File: src/rtl/core/sha512t_pkg.sv
`timescale 1ns / 1ps
`default_nettype none
package sha512t_pkg;

    localparam int WordW = 64;
    localparam int BlockWords = 16;
    localparam int Rounds = 80;
    localparam int WIdxW = $clog2(BlockWords);
    localparam int RndW = $clog2(Rounds);

    // Datapath commands
    typedef struct packed {
        logic       load_word;   // write wr_word into the block buffer
        logic [1:0] word_sel;    // which word to write
        logic       start_comp;  // begin 80-round compression
        logic       reset_state; // restore initial chaining state
        logic       round_step;  // run one round
        logic       finish_comp; // add working vars into chaining state
    } t_dp_cmd;

    localparam logic [1:0] SelMsg  = 2'd0;
    localparam logic [1:0] SelPad  = 2'd1;
    localparam logic [1:0] SelZero = 2'd2;
    localparam logic [1:0] SelLen  = 2'd3;

    localparam logic [WordW-1:0] IV [8] = '{
        64'h22312194fc2bf72c, 64'h9f555fa3c84c64c2,
        64'h2393b86b6f53b151, 64'h963877195940eabd,
        64'h96283ee2a88effe3, 64'hbe5e1e2553863992,
        64'h2b0199fc2c85b8aa, 64'h0eb72ddc81c52ca2
    };

    localparam logic [WordW-1:0] KTab [Rounds] = '{
        64'h428a2f98d728ae22, 64'h7137449123ef65cd, 64'hb5c0fbcfec4d3b2f, 64'he9b5dba58189dbbc,
        64'h3956c25bf348b538, 64'h59f111f1b605d019, 64'h923f82a4af194f9b, 64'hab1c5ed5da6d8118,
        64'hd807aa98a3030242, 64'h12835b0145706fbe, 64'h243185be4ee4b28c, 64'h550c7dc3d5ffb4e2,
        64'h72be5d74f27b896f, 64'h80deb1fe3b1696b1, 64'h9bdc06a725c71235, 64'hc19bf174cf692694,
        64'he49b69c19ef14ad2, 64'hefbe4786384f25e3, 64'h0fc19dc68b8cd5b5, 64'h240ca1cc77ac9c65,
        64'h2de92c6f592b0275, 64'h4a7484aa6ea6e483, 64'h5cb0a9dcbd41fbd4, 64'h76f988da831153b5,
        64'h983e5152ee66dfab, 64'ha831c66d2db43210, 64'hb00327c898fb213f, 64'hbf597fc7beef0ee4,
        64'hc6e00bf33da88fc2, 64'hd5a79147930aa725, 64'h06ca6351e003826f, 64'h142929670a0e6e70,
        64'h27b70a8546d22ffc, 64'h2e1b21385c26c926, 64'h4d2c6dfc5ac42aed, 64'h53380d139d95b3df,
        64'h650a73548baf63de, 64'h766a0abb3c77b2a8, 64'h81c2c92e47edaee6, 64'h92722c851482353b,
        64'ha2bfe8a14cf10364, 64'ha81a664bbc423001, 64'hc24b8b70d0f89791, 64'hc76c51a30654be30,
        64'hd192e819d6ef5218, 64'hd69906245565a910, 64'hf40e35855771202a, 64'h106aa07032bbd1b8,
        64'h19a4c116b8d2d0c8, 64'h1e376c085141ab53, 64'h2748774cdf8eeb99, 64'h34b0bcb5e19b48a8,
        64'h391c0cb3c5c95a63, 64'h4ed8aa4ae3418acb, 64'h5b9cca4f7763e373, 64'h682e6ff3d6b2b8a3,
        64'h748f82ee5defb2fc, 64'h78a5636f43172f60, 64'h84c87814a1f0ab72, 64'h8cc702081a6439ec,
        64'h90befffa23631e28, 64'ha4506cebde82bde9, 64'hbef9a3f7b2c67915, 64'hc67178f2e372532b,
        64'hca273eceea26619c, 64'hd186b8c721c0c207, 64'heada7dd6cde0eb1e, 64'hf57d4f7fee6ed178,
        64'h06f067aa72176fba, 64'h0a637dc5a2c898a6, 64'h113f9804bef90dae, 64'h1b710b35131c471b,
        64'h28db77f523047d84, 64'h32caab7b40c72493, 64'h3c9ebe0a15c9bebc, 64'h431d67c49c100d4c,
        64'h4cc5d4becb3e42b6, 64'h597f299cfc657e2a, 64'h5fcb6fab3ad6faec, 64'h6c44198c4a475817
    };

    function automatic logic [WordW-1:0] rotr(input logic [WordW-1:0] x, input int n);
        rotr = (x >> n) | (x << (WordW - n));
    endfunction

endpackage
`default_nettype wire

File: src/rtl/core/sha512t_ctrl.sv
`timescale 1ns / 1ps
`default_nettype none
module sha512t_ctrl (
    input  wire                         i_clk,
    input  wire                         i_rst_n,
    input  wire                         i_in_valid,
    input  wire                         i_last,
    input  wire [3:0]                   i_vb,
    output logic                        o_in_ready,
    output logic                        o_count_en,
    output logic                        o_out_valid,
    input  wire                         i_out_ready,
    output sha512t_pkg::t_dp_cmd        o_cmd
);
    localparam logic [2:0] StIdle  = 3'd0;
    localparam logic [2:0] StFill  = 3'd1; // 0x80 word, zero fill, length word
    localparam logic [2:0] StComp  = 3'd2;
    localparam logic [2:0] StOut   = 3'd3;

    logic [2:0] r_st, n_st;
    logic [3:0] r_nw, n_nw;        // words in block, 0..15
    logic [6:0] r_rc, n_rc;        // rounds left; 0 is the add-back cycle
    logic       r_tail, n_tail;    // message closed, padding in progress
    logic       r_padw, n_padw;    // separate 0x80 word still owed
    logic       r_fin, n_fin;      // length goes into the current block
    logic       accept;

    assign o_in_ready  = (r_st == StIdle);
    assign accept      = i_in_valid && o_in_ready;
    assign o_count_en  = accept;
    assign o_out_valid = (r_st == StOut);

    always_comb begin
        o_cmd = '0;
        n_st = r_st; n_nw = r_nw; n_rc = r_rc;
        n_tail = r_tail; n_padw = r_padw; n_fin = r_fin;
        unique case (r_st)
            StIdle: begin
                if (accept) begin
                    o_cmd.load_word = 1'b1;
                    o_cmd.word_sel = sha512t_pkg::SelMsg;
                    n_nw = r_nw + 4'd1;
                    if (i_last) begin
                        n_tail = 1'b1;
                        n_st = StFill;
                        if (i_vb >= 4'd8) begin
                            n_padw = 1'b1;
                        end else begin
                            // marker sits in this word; length fits if words 14, 15 are free
                            n_fin = (r_nw <= 4'd13);
                        end
                    end
                    if (r_nw == 4'd15) begin
                        o_cmd.start_comp = 1'b1;
                        n_rc = 7'd80;
                        n_st = StComp;
                    end
                end
            end
            StFill: begin
                o_cmd.load_word = 1'b1;
                n_nw = r_nw + 4'd1;
                if (r_padw) begin
                    o_cmd.word_sel = sha512t_pkg::SelPad;
                    n_padw = 1'b0;
                    n_fin = (r_nw <= 4'd13);
                end else if (r_nw == 4'd15 && r_fin) begin
                    o_cmd.word_sel = sha512t_pkg::SelLen;
                end else begin
                    o_cmd.word_sel = sha512t_pkg::SelZero;
                end
                if (r_nw == 4'd15) begin
                    o_cmd.start_comp = 1'b1;
                    n_rc = 7'd80;
                    n_st = StComp;
                end
            end
            StComp: begin
                if (r_rc != 7'd0) begin
                    o_cmd.round_step = 1'b1;
                    n_rc = r_rc - 7'd1;
                end else begin
                    o_cmd.finish_comp = 1'b1;
                    if (r_fin) begin
                        n_st = StOut;
                    end else if (r_tail) begin
                        // length did not fit: it goes into the next block
                        n_st = StFill;
                        n_fin = 1'b1;
                    end else begin
                        n_st = StIdle;
                    end
                end
            end
            StOut: begin
                if (i_out_ready) begin
                    o_cmd.reset_state = 1'b1;
                    n_st = StIdle; n_tail = 1'b0; n_fin = 1'b0;
                end
            end
            default: n_st = StIdle;
        endcase
    end

    always_ff @(posedge i_clk) begin
        if (!i_rst_n) begin
            r_st <= StIdle; r_nw <= '0; r_rc <= '0;
            r_tail <= 1'b0; r_padw <= 1'b0; r_fin <= 1'b0;
        end else begin
            r_st <= n_st; r_nw <= n_nw; r_rc <= n_rc;
            r_tail <= n_tail; r_padw <= n_padw; r_fin <= n_fin;
        end
    end
endmodule
`default_nettype wire

File: config.mk
export PLATFORM = sky130hd
export DESIGN_NAME = sha512t_ctrl
export DESIGN_NICKNAME = d
export VERILOG_FILES = /design/src/rtl/core/sha512t_pkg.sv /design/src/rtl/core/sha512t_ctrl.sv
export SDC_FILE = /design/constraint.sdc
export NUM_CORES = 1
export LEC_CHECK = 0
export BUFFER_PORTS_ARGS = -buffer_cell sky130_fd_sc_hd__buf_4
export CORE_MARGIN = 2
export CORE_UTILIZATION = 50
export CTS_BUF_LIST = sky130_fd_sc_hd__clkbuf_2
export CTS_CLUSTER_DIAMETER = 80
export CTS_CLUSTER_SIZE = 25
export DETAILED_ROUTE_END_ITERATION = 10
export PLACE_DENSITY = 0.83
export SKIP_CTS_REPAIR_TIMING = 1
export SYNTH_ARGS = -nofsm -noshare
export SYNTH_HDL_FRONTEND = slang
export SYNTH_SLANG_ARGS = --single-unit
File: constraint.sdc
create_clock -name i_clk -period 2.4 [get_ports i_clk]
set_input_delay 0 -clock i_clk [delete_from_list [all_inputs] [get_ports i_clk]]
set_output_delay 0 -clock i_clk [all_outputs]
set_load 0.01 [all_outputs]
Word-level counts from Yosys, hierarchy flattened
Index checks and enable logic that the tools add are counted. W data, S select, Z words.

Add/subtract/negate cells: 2. Order comparisons: 2. Mux-type cells: 41. Equal/unequal tests: 14. Reductions and logical operators: 14.

Operator list (number): $mux W3 (7); $mux W7 (3); $pmux W7 S3 (1); $mux W1 (20); $pmux W4 S2 (2); $ne A2 B2 Y1 const B (6); $pmux W3 S4 (1); $mux W4 (2); $reduce_and A4 Y1 (2); $reduce_and A7 Y1 (1); $reduce_bool A7 Y1 (1); $sub A7 B1 Y7 const B (1); $eq A3 B2 Y1 const B (2); $ne A2 B1 Y1 const B (3); $reduce_and A5 Y1 (1); $add A4 B1 Y4 const B (1); $eq A4 B4 Y1 const B (1); $ge A4 B4 Y1 const B (1); $le A4 B4 Y1 const B (1); $mux W2 (2); $pmux W1 S2 (2); $pmux W1 S4 (1); $reduce_bool A2 Y1 (2); $reduce_bool A4 Y1 (1); other kinds (7) (8).

Word-level logic and storage cells: 79. Input bits: 9. Bits in registers: 17. Output and inout port bits: 10.

Longest topological paths before layout
Gate-level depths: netlist (run 1).

Depth in word-level cells: 5. Gate-level depth with buffers: 7. Mapped depth without buffers: 6.

Least setup slack after synthesis (run 1)
Ideal clock, no wire load.

Path type: register -> register. Start point: register r_rc[0]. End point: register r_rc[0]. Data arrival time: 1.788 ns. Setup slack: 0.536 ns. Buffers on the path: 1. Period minus slack after synthesis: 1.864 ns. Stages on the path, launching flop included: 8. Library setup time: 0.075 ns. Cell sequence: dfxtp_1 -> inv_1 -> ha_1 -> or4b_4 -> or2_1 -> clkbuf_2 -> or3_1 -> a31oi_1.

Longest elaborated chain between the ends: 3. Elaborated cells between the ends (all ways): 8. Classes of those cells: 1 x add/sub; 1 x eq/ne; 4 x mux; 2 x reduce/logical.

Ends and longest elaborated chain: start, declared (line sha512t_ctrl.sv:22) `logic [6:0] r_rc, n_rc;`; start signal, assigned (line sha512t_ctrl.sv:110) `r_st <= n_st; r_nw <= n_nw; r_rc <= n_rc;`; $sub A7 B1 Y7 (tied with other cells) (line sha512t_ctrl.sv:81) `n_rc = r_rc - 7'd1;`; $mux W7 (tied with other cells) (line sha512t_ctrl.sv:79) `if (r_rc != 7'd0) begin`; $pmux W7 S3 or $reduce_and A3 Y1 (tied branches).

Parallel ways exist; a longest one is shown, timed or not. The select of a mux whose other input is x is not followed. A chain may end at the register's enable or synchronous reset.

==> results.ini, run 1 <==
[route]
drc_errors=0
routed-via-count=1080
routed_wl_mm=2.67
dr.pass1.iters=5
drtIter0Drc=50
wl_per_cell_um=14.3
drt-vias-per-instance=5.78
detail-route-antenna-nets=0

[clock_network]
cts_buffers=3
clock-sinks=16
htree_levels=1
cts_tree=done
cts-root-buf=clkbuf_2
clk_latency_ns=0.29
clk_pin_slew_ns=0.17
clock_path_buffers=2

[global_routing]
grt_start_max_net_pins=14
grt_first_pass_wirelength_mm=4.46
grt-ovfl-total=0
grt_pass1_vias=1003
antenna_found_initial=0
track_usage=0.226

[cells_and_area]
final_area_um2=1280
register_area_um2=320
n_fill_cell=207
antenna_cells=0
postLayoutCoreUtil=0.592
area_growth_syn_to_layout_pct=14.5
multi_input_area_um2=731
nets=179
drive_above_1_share=0.164

[die]
top_level_ports=19
fp.dieW_um=51.4
core_um2=2170
fp-row-count=17
initial_core_util=0.517
die_area_um2=2640
die_h_um=51.4

[synth]
synthCells=143
ys_ff_latch=16
synth_seq_area_share=0.286
ys_top_cells_by_area=dfxtp_1, ha_1, nor2_1, nand2_1, inv_1
yosys_warnings=0
synth_top_family_by_area=simple AND/OR/NAND/NOR gates
synthXorXnorAreaFrac=0.0156
synth_top_cell_area_share=0.286
synth.most_common_cell=dfxtp_1
synth_simple_gate_area_frac=0.279
synth_compound_area_frac=0.209
synth-edff-count=0
synth.avg_cell_area_um2=7.84
syn_area_um2=1120
synthArstFlopShare=0
yosysTopAreaCell=dfxtp_1
synthAdderAreaFrac=0.112
syn_nets=162
synthDistinctLibCells=46
synth_flop_cell=dfxtp_1
ys_top_cells_by_count=dfxtp_1, nor2_1, nand2_1
synthMuxAreaShare=0.0368

[sta]
period_share=0.892
fmax_mhz=467
tns_ns=0
setup_viol=0
finalMaxSlewViolations=0
hold_viol_final=0
grt_setup_unrepaired=false
finClkSkew_ns=0.00251
layout_min_cycle_time_ns=2.14
relSlewSlack=0.669
worst_slew_pin_slew_ns=0.484

[placement]
io_buffers=15
dp_hpwl_mm=2.02
dpl_cell_area_um2=1250
gp_congestion=0.873

[setup_path]
crit_family=buffers and inverters
path_depth=7
cp_cell_sequence=inv_1 -> ha_1 -> or4b_4 -> o21ai_1 -> buf_4 -> inv_1 -> buf_4
crit_buf_inv=4
r2r_cells=7
critPathLaunchType=flop
worstPathArrival_ns=2.14
end_kind=output pin
required_ns=2.40
rr_startpoint=r_rc[0]
crit_path_start=r_rc[0]
max_stage_delay_ns=0.47
critPathKind=reg -> out
cpMaxStageDelayCell=or4b_4
crit_path_max_fanout=4

[pwr]
power.leakage_uw=0.000564
power_density_nw_per_um2=833
peakVddDrop_mv=0.690

[flow_run]
maxCapViolCount=0

[worst_hold_path]
hold_class=in -> reg
min_from=i_in_valid
hold_path_depth=4

[outcome]
outcome=finished clean

==> metal layers <==
layer / up-vias / track usage / part of all wire
li1: 541 / - / -
met1: 504 / 0.281 / 0.45
met5: - / 0 / 0
met2: 33 / 0.390 / 0.48
met4: 0 / 0.0877 / 0.0097
met3: 2 / 0.0351 / 0.051
==> sequential cells by signal, summed over array words and instances (netlist names) <==
| register | flops |
|---|---|
| r_nw | 4 |
| r_st | 2 |
| r_padw | 1 |
| r_fin | 1 |
| r_rc | 7 |
| r_tail | 1 |
==> area by class of cell <==
type / count / share of cell area
Multi-Input combinational cell: 110 / 0.569
Sequential cell: 16 / 0.250
Timing Repair Buffer: 18 / 0.107
Inverter: 11 / 0.0322
Tap cell: 28 / 0.0273
Clock buffer: 3 / 0.0117
Clock inverter: 1 / 0.00292
==> worst register-to-register path: stages, from the launching register on <==
cell and delay, ns:
dfxtp_1 0.37, inv_1 0.12, ha_1 0.19, or4b_4 0.47, o21ai_1 0.32, buf_4 0.20, nand3_1 0.13, mux2i_1 0.20
==> per-stage QoR <==
stage               instances  power (uW)  worst slack (ns)  hold WS [ns]
finish                    187        1070             0.259        0.0594
global route              187        1160            0.0972        0.0587
floorplan                 143         770             0.536         0.150
CTS                       186        1070             0.254      -0.00581
detailed placement        182         934             0.381         0.315
global placement          182         911             0.493         0.301
==> logic make-up (layout without fill, tap and decap cells) <==
logic type	after synthesis	after routing
adder cells (fa/ha/maj)	10	10
flip-flops	16	16
XOR/XNOR	2	2
AND/OR/NAND/NOR	61	61
multiplexers	4	4
buffers and inverters	17	33
AO/OA/AOI/OAI	33	33
==> where the power goes <==
group	internal (uW)	total (uW)	switching, uW
registers	314	367	53.2
logic	263	572	309
clock network	36.3	130	93.6
==> placed cells by master (no fill, tap or decap), drive strengths merged, types with 6 or more instances in the layout <==
cell / count
buf: 17
dfxtp: 16
nor2: 13
nand2: 12
inv: 10
ha: 10
nor3: 7
a21oi: 6
nand3: 6
==> worst paths after layout <==
kind / to / slack, ns
worst max register to register: r_st[1] / 0.33
worst min register to register: r_rc[5] / 0.50
worst max-delay path: o_cmd[1] / 0.26
worst min-delay path: r_nw[1] / 0.06
Power figures use the tool's default switching activity.
==> run 2: changes to the inputs <==
--- a/config.mk
+++ b/config.mk
@@ -8,12 +8,13 @@
 export BUFFER_PORTS_ARGS = -buffer_cell sky130_fd_sc_hd__buf_4
 export CORE_MARGIN = 2
 export CORE_UTILIZATION = 50
-export CTS_BUF_LIST = sky130_fd_sc_hd__clkbuf_2
+export CTS_BUF_LIST = sky130_fd_sc_hd__clkbuf_4
 export CTS_CLUSTER_DIAMETER = 80
 export CTS_CLUSTER_SIZE = 25
 export DETAILED_ROUTE_END_ITERATION = 10
-export PLACE_DENSITY = 0.83
+export PLACE_DENSITY = 0.81
 export SKIP_CTS_REPAIR_TIMING = 1
+export SKIP_LAST_GASP = 1
 export SYNTH_ARGS = -nofsm -noshare
 export SYNTH_HDL_FRONTEND = slang
 export SYNTH_SLANG_ARGS = --single-unit
==> run 2 against run 1 <==
- first-iteration DRC count is 66% lower
- combinational power is 0.7% lower
- clock power is 18% higher
- via count is 1.6% higher
- worst setup slack better by 0.057 ns
- critical endpoint unchanged
- largest cell class unchanged
- largest power group unchanged
- highest routed layer unchanged
==> results.ini, run 2 (synthesized netlist as in run 1, its figures left out) <==
[outcome]
outcome=finished clean

[cells_and_area]
drive_above_1_share=0.170  ; +0.00629
nets=179  ; unchanged
area_growth_syn_to_layout_pct=15.0
largest_reg_flops=7  ; unchanged
regMostFlops=r_rc
reg_top3=r_rc: 7 flops, r_nw: 4 flops, r_st: 2 flops
final_cell_mix=buf_4, dfxtp_1, nor2_1, nand2_1
final_common_cell=buf_4
antenna_cells=0  ; unchanged

[pwr]
power_uw=1090  ; +1.8%
intPower_uw=637  ; +3.8%
p_sw_uw=451  ; -0.96%
power.leakage_uw=0.000566  ; +0.46%
clkPwrFrac=0.141  ; +0.020
p_comb_frac=0.522  ; -0.013
seqPwrFrac=0.337  ; -0.006
p_sw_frac=0.415  ; -0.0115
power_density_nw_per_um2=844  ; +1.4%
peakVddDrop_mv=0.758  ; +9.8%

[sta]
period_share=0.868  ; -0.0238
finalMaxSlewViolations=0  ; unchanged
setup_viol=0  ; unchanged
fmax_mhz=480  ; +2.7%
hold_ws_ns=0.0298  ; -0.0296 ns
tns_ns=0  ; unchanged
layout_min_cycle_time_ns=2.08  ; -0.0570 ns
hold_viol_final=0  ; unchanged
worst_slew_pin_slew_ns=0.554  ; +0.0705 ns
finClkSkew_ns=0.00488  ; +0.00237 ns
relSlewSlack=0.621  ; -0.0482
grt_setup_unrepaired=false

[clock_network]
cts_buffers=3  ; unchanged
clk_latency_ns=0.29  ; about the same
htree_levels=1  ; unchanged
cts_tree=done
clock-sinks=16  ; unchanged
cts-root-buf=clkbuf_4
clock_path_buffers=2  ; unchanged
clk_pin_slew_ns=0.11  ; -0.06 ns

[die]
die_area_um2=2640  ; unchanged
initial_core_util=0.517  ; unchanged
fp.dieW_um=51.4  ; unchanged
die_h_um=51.4  ; unchanged
core_um2=2170  ; unchanged
fp-row-count=17  ; unchanged
top_level_ports=19  ; unchanged

[route]
routed_wl_mm=2.65  ; -0.86%
routed-via-count=1097  ; +1.6%
drt-vias-per-instance=5.87  ; +1.6%
wl_per_cell_um=14.1  ; -0.86%
dr.pass1.iters=4  ; -1
drtIter0Drc=17  ; -66%
drc_errors=0  ; unchanged
detail-route-antenna-nets=0  ; unchanged

[global_routing]
grt_first_pass_wirelength_mm=4.51  ; +1.1%
antenna_found_initial=0  ; unchanged
grt_pass1_vias=1053  ; +5.0%
grt-ovfl-total=0  ; unchanged
grt_start_max_net_pins=14  ; unchanged
track_usage=0.222  ; -0.00368

[setup_path]
cpMaxStageDelayCell=or4b_4
critPathLaunchType=flop
cp_cell_sequence=inv_1 -> ha_1 -> or4b_4 -> o21ai_1 -> buf_4 -> inv_1 -> buf_4
crit_path_max_fanout=4  ; unchanged
max_stage_delay_ns=0.48  ; about the same
crit_buf_inv=4  ; unchanged
crit_family=buffers and inverters
required_ns=2.40  ; about the same
critPathKind=reg -> out
worstPathArrival_ns=2.08  ; -0.06 ns
path_depth=7  ; unchanged
end_kind=output pin
r2r_cells=6  ; -1

[flow_run]
maxCapViolCount=0  ; unchanged

[placement]
gp_congestion=0.885  ; +1.3%
io_buffers=15  ; unchanged
dp_hpwl_mm=2.00  ; -1.0%

[worst_hold_path]
hold_class=in -> reg
hold_path_depth=3  ; -1

[run 2: cell types whose count changed in the layout (fill, tap and decap cells not counted), sizes merged]
cell	delta
buf	+1
dlygate4sd3	-1
[run 2: per-stage QoR]
stage                     instances  cell area, um^2  setup WS, ns   util
final                           187             1290         0.316  0.594
after global routing            187             1290         0.205  0.594
after CTS                       187             1290         0.323  0.594
after detailed placement        183             1260         0.409  0.582
after global placement          183             1260         0.495  0.582
after floorplan                 143             1120         0.536      -
[run 2: power groups by stage]
stage	clock network (uW)	logic [uW]	registers [uW]
finish	153	568	367
global route	168	638	373
CTS	157	568	366
global placement	0	547	367
floorplan	0	413	357
detailed placement	0	560	373
[run 2: layout make-up]
type                       instances  area (um^2)
clock buffer                       3         22.5
clock inverter                     1         3.75
fill                             210          881
inverter                          11         41.3
multi-input combinational        110          731
sequential                        16          320
tap                               28         35.0
timing repair buffer              18          135
[run 2: final timing paths]
path / from / end / slack, ns
worst max-delay path: r_rc[0] / o_cmd[1] / 0.32
worst min-delay path: i_rst_n / r_fin / 0.03
worst max register to register: r_rc[0] / r_rc[0] / 0.38
worst min register to register: r_nw[1] / r_nw[1] / 0.50
[run 2: metal layers]
metal | part of all wire | GRT usage | vias up
li1 | - | - | 542
met2 | 0.51 | 0.383 | 37
met4 | 0.012 | 0.0789 | 0
met1 | 0.43 | 0.274 | 514
met3 | 0.048 | 0.0439 | 4
met5 | 0 | 0 | -
[run 2: worst min-delay path, cell delays in order]
cell     delay, ns
buf_4         0.16
o31ai_1       0.07
nor3_1        0.04
==> run 3: changes to the inputs <==
--- a/config.mk
+++ b/config.mk
@@ -6,6 +6,7 @@
 export NUM_CORES = 1
 export LEC_CHECK = 0
 export BUFFER_PORTS_ARGS = -buffer_cell sky130_fd_sc_hd__buf_4
+export CORE_ASPECT_RATIO = 0.75
 export CORE_MARGIN = 2
 export CORE_UTILIZATION = 50
 export CTS_BUF_LIST = sky130_fd_sc_hd__clkbuf_4
==> run 3 against run 2 <==
- via count rose by 2.5%
- sequential share of layout area rose by 0.39 points
- core utilization rose by 2.0 points
- first-iteration DRC count rose to 5.8 times the previous value
- sequential power barely moved
- clock power barely moved
- largest cell class unchanged
==> results.ini, run 3 (synthesized netlist as in run 1, its figures left out) <==
[cells_and_area]
largest_reg_flops=7  ; unchanged
area_growth_syn_to_layout_pct=13.2
final_cells=181  ; -3.2%
regMostFlops=r_rc
reg_top3=r_rc: 7 flops, r_nw: 4 flops, r_st: 2 flops
final_cell_mix=buf_4, dfxtp_1, nor2_1, nand2_1
nets=177  ; -1.1%
antenna_cells=0  ; unchanged
drive_above_1_share=0.159  ; -0.0106

[outcome]
outcome=finished clean

[setup_path]
critPathKind=reg -> out
critPathLaunchType=flop
reg2reg_slack_ns=0.24  ; -0.14 ns
worstPathArrival_ns=2.20  ; +0.12 ns
r2r_cells=6  ; unchanged
required_ns=2.40  ; about the same
crit_path_max_fanout=7  ; +3
end_kind=output pin

[clock_network]
clk_pin_slew_ns=0.11  ; about the same
cts_buffers=3  ; unchanged
clock-sinks=16  ; unchanged
clk_latency_ns=0.30  ; about the same
cts_tree=done
htree_levels=1  ; unchanged
clock_path_buffers=2  ; unchanged
cts-root-buf=clkbuf_4

[placement]
place_inst=177  ; -3.3%
io_buffers=15  ; unchanged
gp_congestion=0.918  ; +3.8%
dp_hpwl_mm=2.04  ; +2.1%

[sta]
fmax_mhz=454  ; -5.4%
period_share=0.918  ; +0.0499
hold_ws_ns=0.0193  ; -0.0105 ns
finClkSkew_ns=0.0236  ; +0.0187 ns
worst_slew_pin_slew_ns=0.570  ; +0.0162 ns
tns_ns=0  ; unchanged
grt_setup_unrepaired=false
layout_min_cycle_time_ns=2.20  ; +0.120 ns
hold_viol_final=0  ; unchanged
finalMaxSlewViolations=0  ; unchanged
setup_viol=0  ; unchanged
relSlewSlack=0.617  ; -0.00380

[die]
die_h_um=45.0  ; -12%
initial_core_util=0.542  ; +0.0256
die_area_um2=2640  ; +0.15%
fp.dieW_um=58.7  ; +14%
core_um2=2070  ; -4.7%
fp-row-count=14  ; -3
top_level_ports=19  ; unchanged

[global_routing]
grt_start_max_net_pins=14  ; unchanged
grt-ovfl-total=0  ; unchanged
track_usage=0.223  ; +0.00103
grt_pass1_vias=1009  ; -4.2%
grt_first_pass_wirelength_mm=4.46  ; -0.91%
antenna_found_initial=0  ; unchanged

[route]
routed_wl_mm=2.69  ; +1.8%
drt-vias-per-instance=6.21  ; +5.9%
dr_wl_met3_um=206  ; +62%
detail-route-antenna-nets=0  ; unchanged
drtIter0Drc=99  ; +82
routed-via-count=1124  ; +2.5%
dr.pass1.iters=6  ; +2
top_layer=met4
wl_per_cell_um=14.9  ; +5.2%
wirelength_met1_mm=1.24  ; +8.0%
drc_errors=0  ; unchanged
dr_wl_met2_mm=1.21  ; -9.9%

[pwr]
power.leakage_uw=0.000557  ; -1.7%
peakVddDrop_mv=0.539  ; -29%
power_density_nw_per_um2=849  ; +0.55%

[worst_hold_path]
hold_class=in -> reg
hold_path_depth=3  ; unchanged

[flow_run]
maxCapViolCount=0  ; unchanged

## run 3: cell types whose count changed in the layout (fill, tap and decap cells not counted)
cell	previous run	this run
buf_4	18	16
## run 3: area by class of cell
cell class / instances / area [um^2]
fillers: 177 / 798
clock buffers: 3 / 22.5
repair buffers: 16 / 120
inverters: 11 / 41.3
flip-flops and latches: 16 / 320
multi-input cells: 110 / 731
well taps: 24 / 30.0
clock inverters: 1 / 3.75
## run 3: metal layers
metal | vias up | track usage
met1 | 522 | 0.297
met3 | 6 | 0.0516
li1 | 539 | -
met2 | 57 | 0.353
met5 | - | 0
met4 | 0 | 0.0955
## run 3: where the power goes
group	total (uW)	switching, uW	internal (uW)
clock	150	89.8	60.6
sequential	366	52.5	314
combinational	561	303	258
## run 3: final timing paths
kind,start,endpoint
max,r_rc[0],o_cmd[1]
min,i_rst_n,r_fin
max reg2reg,r_rc[0],r_st[0]
min reg2reg,r_rc[5],r_rc[5]
## run 3: through the flow
stage	util	total power (uW)	instance area, um^2	setup WS (ns)
after floorplan	-	770	1120	0.536
after global placement	0.601	911	1240	0.400
after detailed placement	0.601	927	1240	0.325
after CTS	0.614	1080	1270	0.256
after global routing	0.614	1170	1270	0.0908
final	0.614	1080	1270	0.196
## run 3: worst max-delay path: stages, from the launching register on
cell,delay [ns]
dfxtp_1,0.36
inv_1,0.13
ha_1,0.19
or4b_4,0.48
o21ai_1,0.48
inv_1,0.09
buf_4,0.16
